## src/rtl/core/wrss_pkg.sv

```systemverilog
`default_nettype none

package wrss_pkg;

    // Height word width used when the top level is not overridden
    localparam int unsigned HEIGHT_BITS_DEF = 16;

    // Configuration registers
    localparam int unsigned CFG_W     = 16;
    localparam int unsigned PADDR_W   = 3;
    localparam int unsigned PDATA_W   = 32;
    localparam logic [CFG_W-1:0] DT_GAIN_RST = 16'd0;
    localparam logic [CFG_W-1:0] FADE_RST    = 16'd64880;
    localparam logic REG_DT_GAIN = 1'b0;
    localparam logic REG_FADE    = 1'b1;

    // Normal path widths: slopes are always brought to 16 fraction bits
    localparam int unsigned SLOPE_W = 16;
    localparam int unsigned SQ_W    = 2 * SLOPE_W;
    localparam int unsigned D_W     = 37;
    localparam int unsigned R_W     = 26;
    localparam int unsigned R2_W    = 2 * R_W;
    localparam int unsigned LSQ_W   = 16;
    localparam int unsigned PROD_W  = LSQ_W + D_W;
    localparam int unsigned BYTE_W  = 8;

    // 2^34 is the "1 +" term of the normalizer, 765 = 255 * 3 (slope scale 1.5)
    localparam logic [D_W-1:0]  D_BASE  = D_W'(64'd1 << 34);
    localparam logic [9:0]      SLOPE_K = 10'd765;
    // Right-hand side of the z search, (255 * 2^17)^2
    localparam logic [R2_W-1:0] RZ2     = R2_W'(64'd65025 << 34);

    // Pipeline depth: front end, then three stages for each byte decision
    localparam int unsigned FRONT_STAGES  = 3;
    localparam int unsigned STEP_STAGES   = 3;
    localparam int unsigned PIPE_DEPTH    = FRONT_STAGES + STEP_STAGES * BYTE_W;
    localparam int unsigned HEIGHT_STAGES = 4;

    // Operands of one byte search lane
    typedef struct packed {
        logic [D_W-1:0]  d;
        logic [R2_W-1:0] r2;
        logic            rneg;
    } t_search_req;

endpackage

`default_nettype wire

```

## src/rtl/core/wrss_slope_front.sv

```systemverilog
`default_nettype none

module wrss_slope_front #(
    parameter int unsigned HEIGHT_BITS = wrss_pkg::HEIGHT_BITS_DEF
) (
    input  wire logic                   i_clk,
    input  wire logic                   i_en,
    input  wire logic [HEIGHT_BITS-1:0] i_up,
    input  wire logic [HEIGHT_BITS-1:0] i_down,
    input  wire logic [HEIGHT_BITS-1:0] i_left,
    input  wire logic [HEIGHT_BITS-1:0] i_right,
    output wrss_pkg::t_search_req       o_req_z,
    output wrss_pkg::t_search_req       o_req_x,
    output wrss_pkg::t_search_req       o_req_y
);

    localparam int unsigned HB   = HEIGHT_BITS;
    localparam int unsigned SW   = wrss_pkg::SLOPE_W;
    localparam int unsigned SQW  = wrss_pkg::SQ_W;
    localparam int unsigned DW   = wrss_pkg::D_W;
    localparam int unsigned RW   = wrss_pkg::R_W;
    localparam int unsigned R2W  = wrss_pkg::R2_W;

    logic            x_pos;
    logic            y_pos;
    logic [HB-1:0]   x_mag;
    logic [HB-1:0]   y_mag;
    logic [SW-1:0]   x_m16;
    logic [SW-1:0]   y_m16;
    logic [SW-1:0]   r1_mx;
    logic [SW-1:0]   r1_my;
    logic            r1_negx;
    logic            r1_negy;

    logic [SQW-1:0]  r2_sqx;
    logic [SQW-1:0]  r2_sqy;
    logic [RW-1:0]   r2_rx;
    logic [RW-1:0]   r2_ry;
    logic            r2_negx;
    logic            r2_negy;

    logic [SQW:0]    n3_sum;
    logic [DW-1:0]   r3_d;
    logic [R2W-1:0]  r3_rx2;
    logic [R2W-1:0]  r3_ry2;
    logic            r3_negx;
    logic            r3_negy;

    // Stage 1: slope magnitudes left minus right and down minus up
    always_comb begin
        x_pos = i_left >= i_right;
        y_pos = i_down >= i_up;
        x_mag = x_pos ? (i_left - i_right) : (i_right - i_left);
        y_mag = y_pos ? (i_down - i_up) : (i_up - i_down);
    end

    // Bring the magnitudes to 16 fraction bits
    if (HB >= SW) begin : g_trunc
        assign x_m16 = x_mag[HB-1 -: SW];
        assign y_m16 = y_mag[HB-1 -: SW];
    end else begin : g_widen
        assign x_m16 = {x_mag, {(SW-HB){1'b0}}};
        assign y_m16 = {y_mag, {(SW-HB){1'b0}}};
    end

    always_ff @(posedge i_clk) begin
        if (i_en) begin
            r1_mx   <= x_m16;
            r1_my   <= y_m16;
            // a slope that truncates to zero counts as non-negative
            r1_negx <= !x_pos && (|x_m16);
            r1_negy <= !y_pos && (|y_m16);
        end
    end

    // Stage 2: squared slopes and scaled right-hand sides
    always_ff @(posedge i_clk) begin
        if (i_en) begin
            r2_sqx  <= {{SW{1'b0}}, r1_mx} * {{SW{1'b0}}, r1_mx};
            r2_sqy  <= {{SW{1'b0}}, r1_my} * {{SW{1'b0}}, r1_my};
            r2_rx   <= {{(RW-SW){1'b0}}, r1_mx} * {{(RW-10){1'b0}}, wrss_pkg::SLOPE_K};
            r2_ry   <= {{(RW-SW){1'b0}}, r1_my} * {{(RW-10){1'b0}}, wrss_pkg::SLOPE_K};
            r2_negx <= r1_negx;
            r2_negy <= r1_negy;
        end
    end

    // Stage 3: normalizer 2^34 + 9 * (sx^2 + sy^2), squared right-hand sides
    always_comb begin
        n3_sum = {1'b0, r2_sqx} + {1'b0, r2_sqy};
    end

    always_ff @(posedge i_clk) begin
        if (i_en) begin
            r3_d    <= wrss_pkg::D_BASE + {1'b0, n3_sum, 3'b000} + {4'd0, n3_sum};
            r3_rx2  <= {{RW{1'b0}}, r2_rx} * {{RW{1'b0}}, r2_rx};
            r3_ry2  <= {{RW{1'b0}}, r2_ry} * {{RW{1'b0}}, r2_ry};
            r3_negx <= r2_negx;
            r3_negy <= r2_negy;
        end
    end

    assign o_req_z = '{d: r3_d, r2: wrss_pkg::RZ2, rneg: 1'b0};
    assign o_req_x = '{d: r3_d, r2: r3_rx2, rneg: r3_negx};
    assign o_req_y = '{d: r3_d, r2: r3_ry2, rneg: r3_negy};

endmodule

`default_nettype wire

```

## config.mk

```make
export PLATFORM = sky130hd
export DESIGN_NAME = wrss_slope_front
export DESIGN_NICKNAME = d
export VERILOG_FILES = /design/src/rtl/core/wrss_pkg.sv /design/src/rtl/core/wrss_slope_front.sv
export SDC_FILE = /design/constraint.sdc
export NUM_CORES = 2
export LEC_CHECK = 0
export BUFFER_PORTS_ARGS = -buffer_cell sky130_fd_sc_hd__buf_2
export CORE_ASPECT_RATIO = 0.9
export CORE_MARGIN = 4
export CORE_UTILIZATION = 31
export CTS_CLUSTER_DIAMETER = 60
export CTS_CLUSTER_SIZE = 30
export DETAILED_ROUTE_END_ITERATION = 6
export MAX_ROUTING_LAYER = met4
export SKIP_LAST_GASP = 1
export SLEW_MARGIN = 5
export SYNTH_ARGS = -nofsm -noshare
export SYNTH_HDL_FRONTEND = slang
export SYNTH_SLANG_ARGS = --single-unit
```

## constraint.sdc

```tcl
create_clock -name i_clk -period 9.6 [get_ports i_clk]
set_clock_uncertainty 0.15 [all_clocks]
set_input_delay 0.96 -clock i_clk [delete_from_list [all_inputs] [get_ports i_clk]]
set_output_delay 0.96 -clock i_clk [all_outputs]
set_load 0.02 [all_outputs]
```

==> metrics.txt <==
placed cell areas=between 70000 and 80000 um^2; core area=roughly 240000 um^2; sequential area share after synthesis=about 12%; MaxCap Viol Count=0; Startpoint Class=flip-flop; Hold Crit Class=reg2reg; Final #Nets=between 10000 and 15000; top_reg_cell synth=edfxtp_1; Placer Congestion=a little over 0.9; Port Buffers=280; max-slew violations=0; critical path fanouts, max=26; Post-synth EDFFs=slightly below 300; global route overflow=0; Synth Register Bits=between 200 and 300; post-layout util=approximately 34%; Syn. warnings=0; number of nets with antenna violations after routing=0; worst relative slew slack=between 15 and 20%; post-route insts no fill=roughly 11000; Die H=between 400 and 500 um; CTS tree=yes; Final Hold Fails=0; CP Capture Type=flip-flop; Max H-tree Level=2; Peak Freq=113 MHz; post_cts resized=0; WHS Path Cells=0; # DRC=0; Total Routing Usage GR=between 10% and 20%; Vias/cell=approximately 4.6; FILL cells=roughly 25000; Critical Path AT=9.12 ns; Std-Cell Rows=between 150 and 200; area delta synth->final=8.47%; TNS Setup=0 ns; initial drt markers=around 2700; fin crit share=about nine tenths; Netlist Area Pre-Place=roughly 75000 um^2; drt pass-1 iters=5; Critical Path RT=~9.9 ns; CTS sink cnt=a little under 300; TritonCTS Buffers=49; WL final=about 180000 um; worst slew pin tran=1.26 ns; Cell variety after synth=82; CTS Hold Bufs=0; worst-case clock buffer depth=3; first-pass GRT wire length=302000 um; RSZ-0062 raised after global routing=false; DR vias=51300; initial antenna violation count=28; share of cells above drive strength 1=6.25%; post-detail-place hpwl=~160000 um; die area=approximately 250000 um^2; vias in the first global route=between 50000 and 60000; Die W=528 um; final instance area=81800 um^2; io pins=336; Placed Cells incl. Taps=between 10000 and 15000; Worst Setup Path Type=reg2reg; Root Driver=clkbuf_16; initial core utilization=about 31%; largest net degree at the start of global routing=67; Synth Instances=7838; final setup fails=0; status=completed; min cycle time layout=approximately 8.8 ns; FFs w/ async S/R, synth=0%; setup bufs post-CTS=0; clock latency on the worst-skew pair=0.68 ns; Register-to-Register Path Depth=25; clock-pin slew on the worst setup and hold paths=roughly 0.07 ns; WL per Instance=16.4 um; synthesized area per cell=between 9 and 10 um^2
-- through the flow --
stage               setup slack [ns]  hold WS, ns
finish                         0.770        0.262
global route                   0.460        0.265
CTS                            0.817        0.263
detailed placement             0.870        0.259
global placement               0.952        0.260
floorplan                       2.22        0.250
-- worst max-delay path, cell delays in order, from the launching register on --
cell and delay [ns]:
edfxtp_1 1.19, nand2_1 0.23, inv_1 0.13, fa_1 0.44, fa_1 0.52, inv_1 0.05
fa_1 0.46, fa_1 0.55, inv_1 0.07, fa_1 0.50, fa_1 0.50, inv_1 0.05
fa_1 0.52, inv_1 0.06, ha_1 0.44, and3_1 0.30, and3_1 0.29, nand2_1 0.09
a211oi_1 0.64, o31ai_1 0.18, buf_4 0.21, a21oi_1 0.40, a221oi_2 0.15, o211ai_1 0.21
a21oi_1 0.11, xnor2_1 0.13
-- cell usage in the layout, fill, tap and decap left out, types with 21 or more instances in the layout --
cell and instances:
clkbuf_16 50, and2_1 284, o21a_1 46, nand3_1 62, a21o_1 139, a31oi_1 23
nor2_1 299, nor3_1 36, o21ai_0 128, mux2i_1 22, xor2_1 95, edfxtp_1 289
inv_1 2194, o21bai_1 45, and3_1 30, fa_1 1517, xnor2_1 219, nand2b_1 24
nor2b_1 42, nand2_1 572, conb_1 55, buf_2 279, a21oi_1 284, diode_2 22
a211oi_1 21, nand4_1 27, buf_4 79, ha_1 887
-- flip-flops by register name, indices dropped and copies added (netlist names) --
name / cells
r1_negy: 1
r3_negy: 1
r3_d: 37
r2_ry: 25
r2_sqy: 31
r1_my: 16
r2_sqx: 31
r3_negx: 1
r1_negx: 1
r2_rx: 25
r3_rx2: 51
r3_ry2: 51
r2_negy: 1
r2_negx: 1
r1_mx: 16
-- cell type report --
class	instances	area [um^2]	area share (%)
Sequential cell	289	8680	10.6
Tap cell	3200	4000	4.90
Timing Repair Buffer	359	2000	2.45
Antenna cell	22	55.1	0.0673
Clock inverter	42	529	0.647
Inverter	2209	8290	10.1
Multi-Input combinational cell	5087	57000	69.7
Clock buffer	50	1250	1.53
-- final timing paths --
kind / from / to / slack, ns
hold reg to reg: r2_negx / r3_negx / 0.26
setup / recovery: r2_ry[8] / r3_ry2[49] / 0.77
hold / removal: r2_negx / r3_negx / 0.26
setup reg to reg: r2_ry[8] / r3_ry2[49] / 0.77
-- cell usage after synthesis, types with 18 or more instances --
master,n,area [um^2]
nand2b_1,24,150
clkbuf_1,161,604
buf_4,132,991
xnor2_1,219,1920
o21bai_1,45,338
nand4_1,27,169
nor2_1,299,1120
inv_1,2194,8240
edfxtp_1,289,8680
fa_1,1517,30400
or2_2,18,113
ha_1,887,11100
nand2_1,572,2150
nor3_1,36,180
mux2i_1,22,220
o21a_1,46,345
nand3_1,62,310
o31ai_1,18,135
a211oi_1,21,158
and2_1,284,1780
a21o_1,139,1040
a211o_1,18,158
a21oi_1,284,1420
a31oi_1,23,144
and3_1,30,188
xor2_1,95,832
o21ai_0,128,641
nor2b_1,42,263
-- cell families after synthesis --
kind of cell	count (synthesis)	synth area share [%]
fa+ha+maj	2404	55.0
mux	30	0.412
other cells	2	0.00996
simple gates	1438	8.94
compound gates	846	7.28
xor+xnor	314	3.65
buf+inv	2515	13.2
flops	289	11.5
-- metal layers --
| metal | global-route usage (%) | routed length (um) |
|---|---|---|
| met1 | 21.4 | 86100 |
| met2 | 23.9 | 83000 |
| met3 | 2.36 | 11200 |
| met4 | 3.36 | 4280 |
| met5 | - | 0 |
Power is left out: the tool's default activity adds up to more than one toggle a clock period on the data nets, which glitch-free logic cannot reach.
