File: config.mk
export PLATFORM = sky130hd
export DESIGN_NAME = wrss_height_pipe
export DESIGN_NICKNAME = d
export VERILOG_FILES = /design/src/rtl/core/wrss_pkg.sv /design/src/rtl/core/wrss_height_pipe.sv
export SDC_FILE = /design/constraint.sdc
export NUM_CORES = 2
export LEC_CHECK = 0
export ABC_AREA = 1
export BUFFER_PORTS_ARGS = -buffer_cell sky130_fd_sc_hd__buf_2
export CORE_MARGIN = 2
export CORE_UTILIZATION = 53
export DETAILED_ROUTE_END_ITERATION = 8
export GPL_TIMING_DRIVEN = 0
export PLACE_DENSITY = 0.71
export SYNTH_ARGS = -nofsm -noshare
export SYNTH_HDL_FRONTEND = slang
export SYNTH_SLANG_ARGS = --single-unit
File: constraint.sdc
create_clock -name i_clk -period 12.25 [get_ports i_clk]
set_input_delay 1.8375 -clock i_clk [delete_from_list [all_inputs] [get_ports i_clk]]
set_output_delay 1.8375 -clock i_clk [all_outputs]
set_load 0.03 [all_outputs]
File: src/rtl/core/wrss_pkg.sv
`default_nettype none

package wrss_pkg;

    // Height word width used when the top level is not overridden
    localparam int unsigned HEIGHT_BITS_DEF = 16;

    // Configuration registers
    localparam int unsigned CFG_W     = 16;
    localparam int unsigned PADDR_W   = 3;
    localparam int unsigned PDATA_W   = 32;
    localparam logic [CFG_W-1:0] DT_GAIN_RST = 16'd0;
    localparam logic [CFG_W-1:0] FADE_RST    = 16'd64880;
    localparam logic REG_DT_GAIN = 1'b0;
    localparam logic REG_FADE    = 1'b1;

    // Normal path widths: slopes are always brought to 16 fraction bits
    localparam int unsigned SLOPE_W = 16;
    localparam int unsigned SQ_W    = 2 * SLOPE_W;
    localparam int unsigned D_W     = 37;
    localparam int unsigned R_W     = 26;
    localparam int unsigned R2_W    = 2 * R_W;
    localparam int unsigned LSQ_W   = 16;
    localparam int unsigned PROD_W  = LSQ_W + D_W;
    localparam int unsigned BYTE_W  = 8;

    // 2^34 is the "1 +" term of the normalizer, 765 = 255 * 3 (slope scale 1.5)
    localparam logic [D_W-1:0]  D_BASE  = D_W'(64'd1 << 34);
    localparam logic [9:0]      SLOPE_K = 10'd765;
    // Right-hand side of the z search, (255 * 2^17)^2
    localparam logic [R2_W-1:0] RZ2     = R2_W'(64'd65025 << 34);

    // Pipeline depth: front end, then three stages for each byte decision
    localparam int unsigned FRONT_STAGES  = 3;
    localparam int unsigned STEP_STAGES   = 3;
    localparam int unsigned PIPE_DEPTH    = FRONT_STAGES + STEP_STAGES * BYTE_W;
    localparam int unsigned HEIGHT_STAGES = 4;

    // Operands of one byte search lane
    typedef struct packed {
        logic [D_W-1:0]  d;
        logic [R2_W-1:0] r2;
        logic            rneg;
    } t_search_req;

endpackage

`default_nettype wire

File: src/rtl/core/wrss_height_pipe.sv
`default_nettype none

module wrss_height_pipe #(
    parameter int unsigned HEIGHT_BITS = wrss_pkg::HEIGHT_BITS_DEF
) (
    input  wire logic                         i_clk,
    input  wire logic                         i_en,
    input  wire logic [wrss_pkg::CFG_W-1:0]   i_dt_gain,
    input  wire logic [wrss_pkg::CFG_W-1:0]   i_fade_factor,
    input  wire logic [HEIGHT_BITS-1:0]       i_center,
    input  wire logic [HEIGHT_BITS-1:0]       i_up,
    input  wire logic [HEIGHT_BITS-1:0]       i_down,
    input  wire logic [HEIGHT_BITS-1:0]       i_left,
    input  wire logic [HEIGHT_BITS-1:0]       i_right,
    input  wire logic [HEIGHT_BITS-1:0]       i_previous,
    output logic      [HEIGHT_BITS-1:0]       o_new_height,
    output logic      [wrss_pkg::BYTE_W-1:0]  o_height_byte
);

    localparam int unsigned HB     = HEIGHT_BITS;
    localparam int unsigned LAP_W  = HB + 3;
    localparam int unsigned BASE_W = HB + 2;
    localparam int unsigned ACC_W  = HB + 20;
    localparam int unsigned MAG_W  = HB + 19;
    localparam int unsigned SCL_W  = MAG_W + wrss_pkg::CFG_W;
    localparam int unsigned Q_W    = SCL_W - 30;
    localparam int unsigned BW     = wrss_pkg::BYTE_W;
    localparam int unsigned DLY    = wrss_pkg::PIPE_DEPTH - wrss_pkg::HEIGHT_STAGES;
    localparam int unsigned OUT_W  = HB + BW;

    logic [HB+1:0]             n1_sum;
    logic signed [LAP_W-1:0]   n1_lap;
    logic signed [BASE_W-1:0]  n1_base;
    logic [HB+BW-1:0]          n1_hprod;
    logic signed [LAP_W-1:0]   r1_lap;
    logic signed [BASE_W-1:0]  r1_base;
    logic [BW-1:0]             r1_hbyte;

    logic signed [ACC_W-1:0]   n2_prod;
    logic signed [ACC_W-1:0]   r2_prod;
    logic signed [ACC_W-1:0]   r2_base_sh;
    logic [BW-1:0]             r2_hbyte;

    logic signed [ACC_W-1:0]   n3_acc;
    logic                      r3_zero;
    logic [MAG_W-1:0]          r3_mag;
    logic [BW-1:0]             r3_hbyte;

    logic [SCL_W-1:0]          n4_scaled;
    logic [SCL_W-1:0]          r4_scaled;
    logic                      r4_zero;
    logic [BW-1:0]             r4_hbyte;

    logic [Q_W-1:0]            n5_q;
    logic [HB-1:0]             n5_nh;
    logic [OUT_W-1:0]          r_dly [DLY];

    // Stage 1: laplacian, 2c - p and the height byte
    always_comb begin
        n1_sum   = {2'b00, i_up} + {2'b00, i_down} + {2'b00, i_left} + {2'b00, i_right};
        n1_lap   = $signed({1'b0, n1_sum}) - $signed({1'b0, i_center, 2'b00});
        n1_base  = $signed({1'b0, i_center, 1'b0}) - $signed({2'b00, i_previous});
        n1_hprod = {i_center, 8'h00} - {8'h00, i_center};
    end

    always_ff @(posedge i_clk) begin
        if (i_en) begin
            r1_lap   <= n1_lap;
            r1_base  <= n1_base;
            r1_hbyte <= n1_hprod[HB+BW-1:HB];
        end
    end

    // Stage 2: gain times laplacian, align 2c - p to 14 more fraction bits
    always_comb begin
        n2_prod = $signed({{(LAP_W+1){1'b0}}, i_dt_gain})
                * $signed({{17{r1_lap[LAP_W-1]}}, r1_lap});
    end

    always_ff @(posedge i_clk) begin
        if (i_en) begin
            r2_prod    <= n2_prod;
            r2_base_sh <= {{4{r1_base[BASE_W-1]}}, r1_base, 14'd0};
            r2_hbyte   <= r1_hbyte;
        end
    end

    // Stage 3: accumulate, split off a non-positive sum
    always_comb begin
        n3_acc = r2_prod + r2_base_sh;
    end

    always_ff @(posedge i_clk) begin
        if (i_en) begin
            r3_zero  <= n3_acc[ACC_W-1] | (n3_acc == '0);
            r3_mag   <= n3_acc[MAG_W-1:0];
            r3_hbyte <= r2_hbyte;
        end
    end

    // Stage 4: apply the fade
    always_comb begin
        n4_scaled = {{wrss_pkg::CFG_W{1'b0}}, r3_mag} * {{MAG_W{1'b0}}, i_fade_factor};
    end

    always_ff @(posedge i_clk) begin
        if (i_en) begin
            r4_scaled <= n4_scaled;
            r4_zero   <= r3_zero;
            r4_hbyte  <= r3_hbyte;
        end
    end

    // Stage 5: drop 30 fraction bits and clamp to one
    always_comb begin
        n5_q = r4_scaled[SCL_W-1:30];
        if (r4_zero) begin
            n5_nh = '0;
        end else if (|n5_q[Q_W-1:HB]) begin
            n5_nh = '1;
        end else begin
            n5_nh = n5_q[HB-1:0];
        end
    end

    // Hold results until the normal lanes catch up
    always_ff @(posedge i_clk) begin
        if (i_en) begin
            r_dly[0] <= {n5_nh, r4_hbyte};
            for (int i = 1; i < DLY; i++) begin
                r_dly[i] <= r_dly[i-1];
            end
        end
    end

    assign o_new_height  = r_dly[DLY-1][OUT_W-1:BW];
    assign o_height_byte = r_dly[DLY-1][BW-1:0];

endmodule

`default_nettype wire

==> run metrics <==
Post-DP HPWL slightly above 100,000 µm; final wirelength between 100,000 and 150,000 µm; post-synthesis sequential area ratio 0.387; cells after synthesis roughly 5,500; post-synth cell types 42; Placed Area 59,500 µm²; Fin Setup TNS 0 ns; I/O Buffers 121; via count 36,500; post-cts resize count 0; post-CTS setup buffers 0; most frequent cells in the layout inv_1 (1,504), nand2_1 (1,285), fa_1 (813), edfxtp_1 (733), ha_1 (278); initial antenna violation count 5; Reg clk slew, reported paths 0.06 ns; Finished Layout Cells 7,183; kind of critical path input port to register; DRC errors left 0; CTS tree done; area grow syn2layout 8.70%; initial DRC count 3,166; die area 110,000 µm²; TritonCTS Sinks around 730; YS warnings 0; nets 6,943; I/O Pins roughly 150; post-route minimum period about 8.3 ns; gpl congestion 0.972; Worst-Skew Late Latency roughly 0.66 ns; CP Max Fanout 10; Worst EP arrival 8.69 ns; Die X 332 µm; HP Class register to register; layout cells sized above 1 0.0422; CP Data Required Time 12.62 ns; RSZ-0062 raised after global routing false; outcome complete, no violations; Clock Tree Root clkbuf_16; Hold WS 0.400 ns; wire per inst 18.0 µm; pin count of the biggest net entering global routing 135; core box area approximately 110,000 µm²; #FFs+latches synth between 700 and 800; max_slew headroom 0.130; H-tree levels 3; Initial Utilization 0.533; clock buffer count from CTS 74; Final Slew Violations 0; grt ovf 0; global-route wire length before repair 207,000 µm; Fill cells slightly above 9,000; Final period util 0.679; ranking of synthesized cells by area edfxtp_1 (39%), fa_1 (29%), inv_1 (9.9%), nand2_1 (8.5%), ha_1 (6.1%); most common cell after layout, fill and taps aside inv_1; Hold Vio Cnt, Final 0; post-route clock skew 0.0558 ns; max-cap violations 0; Setup violations, final 0; final instance area just over 60,000 µm²; synthesized cell area 56,900 µm²; Vias/cell 5.08; crit start category input port; post-synth top area share 0.387; Max Buffers Root-to-Sink 3; DRT antenna net count 0; DRT Pass-1 Iters 6; vias in the first global route 38,800; Die Y-Extent 332 µm; Global Route Usage Sum 0.243; Post-CTS Hold Fix Bufs 0; net count after synthesis between 6,000 and 7,000; Core Rows 120; average cell area after synthesis 10.3 µm²; Highest Clock Rate approximately 0.12 GHz; placed cell count 7,049; Worst setup EP type register; Worst-Margin Slew 1.31 ns; area leader, netlist edfxtp_1
## Yosys cell counts
| cell | number |
|---|---|
| a211oi_1 | 1 |
| a21boi_0 | 6 |
| a21boi_1 | 2 |
| a21o_1 | 15 |
| a21oi_1 | 154 |
| a21oi_2 | 1 |
| a221oi_1 | 1 |
| a31oi_1 | 9 |
| and3_1 | 2 |
| buf_1 | 12 |
| buf_2 | 2 |
| buf_4 | 1 |
| clkbuf_1 | 190 |
| edfxtp_1 | 733 |
| fa_1 | 813 |
| ha_1 | 278 |
| inv_1 | 1504 |
| inv_2 | 2 |
| nand2_1 | 1285 |
| nand2_2 | 1 |
| nand3_1 | 80 |
| nand3_2 | 1 |
| nand3b_1 | 7 |
| nand4_1 | 24 |
| nor2_1 | 157 |
| nor2_2 | 2 |
| nor3_1 | 24 |
| nor3b_1 | 1 |
| nor3b_2 | 2 |
| nor4_1 | 15 |
| o2111ai_1 | 1 |
| o211ai_1 | 2 |
| o21a_1 | 7 |
| o21ai_0 | 65 |
| o21ai_1 | 2 |
| o21ai_2 | 5 |
| o21bai_1 | 15 |
| o21bai_2 | 1 |
| o221ai_1 | 1 |
| o31ai_1 | 3 |
| xnor2_1 | 34 |
| xor2_1 | 58 |
## worst max-delay path, cell delays in order
cell      delay, ns
clkbuf_1       0.73
clkbuf_1       1.02
nand2_1        0.20
fa_1           0.59
inv_1          0.06
fa_1           0.49
fa_1           0.54
fa_1           0.43
fa_1           0.50
inv_1          0.05
fa_1           0.55
inv_1          0.06
ha_1           0.30
a21oi_1        0.20
o21ai_0        0.14
a21boi_0       0.19
o21ai_0        0.21
a21oi_1        0.33
nand2_1        0.09
nand2_1        0.07
nand2_1        0.09
## layer usage
layer  routed length, µm  GRT usage  share of wire  vias to the layer above
met1               52800      0.315           0.41                    18100
li1                    -          -              -                    16900
met4                5460     0.0978          0.042                        2
met3                8430     0.0450          0.065                      280
met2               62300      0.407           0.48                     1214
met5                  13          0        0.00010                        -
## cell families (layout without fill, tap and decap cells)
group	after synthesis	count (layout)	synth area share
xor gates and xnor gates	92	92	0.0142
and+or+nand+nor	1601	1601	0.111
DFF	733	733	0.387
adders and majority gates	1091	1091	0.347
other	0	3	0
AOI/OAI and AO/OA	291	291	0.0287
buffers and inverters	1711	1969	0.113
## registers in the layout, indices dropped and copies added (netlist names)
signal / cells
r1_base: 18
r1_hbyte: 8
r1_lap: 19
r2_base_sh: 18
r2_hbyte: 8
r2_prod: 36
r3_hbyte: 8
r3_mag: 35
r3_zero: 1
r4_hbyte: 8
r4_scaled: 21
r4_zero: 1
r_dly: 552
## per-stage QoR
stage          worst slack, ns  utilization
6_report                  3.93        0.580
5_1_grt                   3.63        0.580
4_1_cts                   4.05        0.580
3_5_place_dp              3.29        0.557
3_3_place_gp             -1.68        0.555
2_1_floorplan             5.00            -
## worst paths after layout
check,start,to,slack (ns),depth (start not counted)
setup / recovery,i_fade_factor[10],r4_scaled[43],3.93,21
hold / removal,r_dly[6][10],r_dly[7][10],0.40,0
setup reg to reg,r1_lap[18],r2_prod[31],5.12,24
hold reg to reg,r_dly[6][10],r_dly[7][10],0.40,0
## layout make-up
type,count,area (µm²),area share
Multi-Input combinational cell,3075,28500,0.460
Timing Repair Buffer,127,781,0.0126
Clock inverter,38,489,0.00790
Clock buffer,93,1920,0.0311
Buffer,205,776,0.0125
Antenna cell,3,7.51,0.000121
Inverter,1506,5650,0.0913
Tap cell,1403,1760,0.0284
Sequential cell,733,22000,0.356
Power is left out: the tool's default activity adds up to more than one toggle a clock period on the data nets, which glitch-free logic cannot reach.
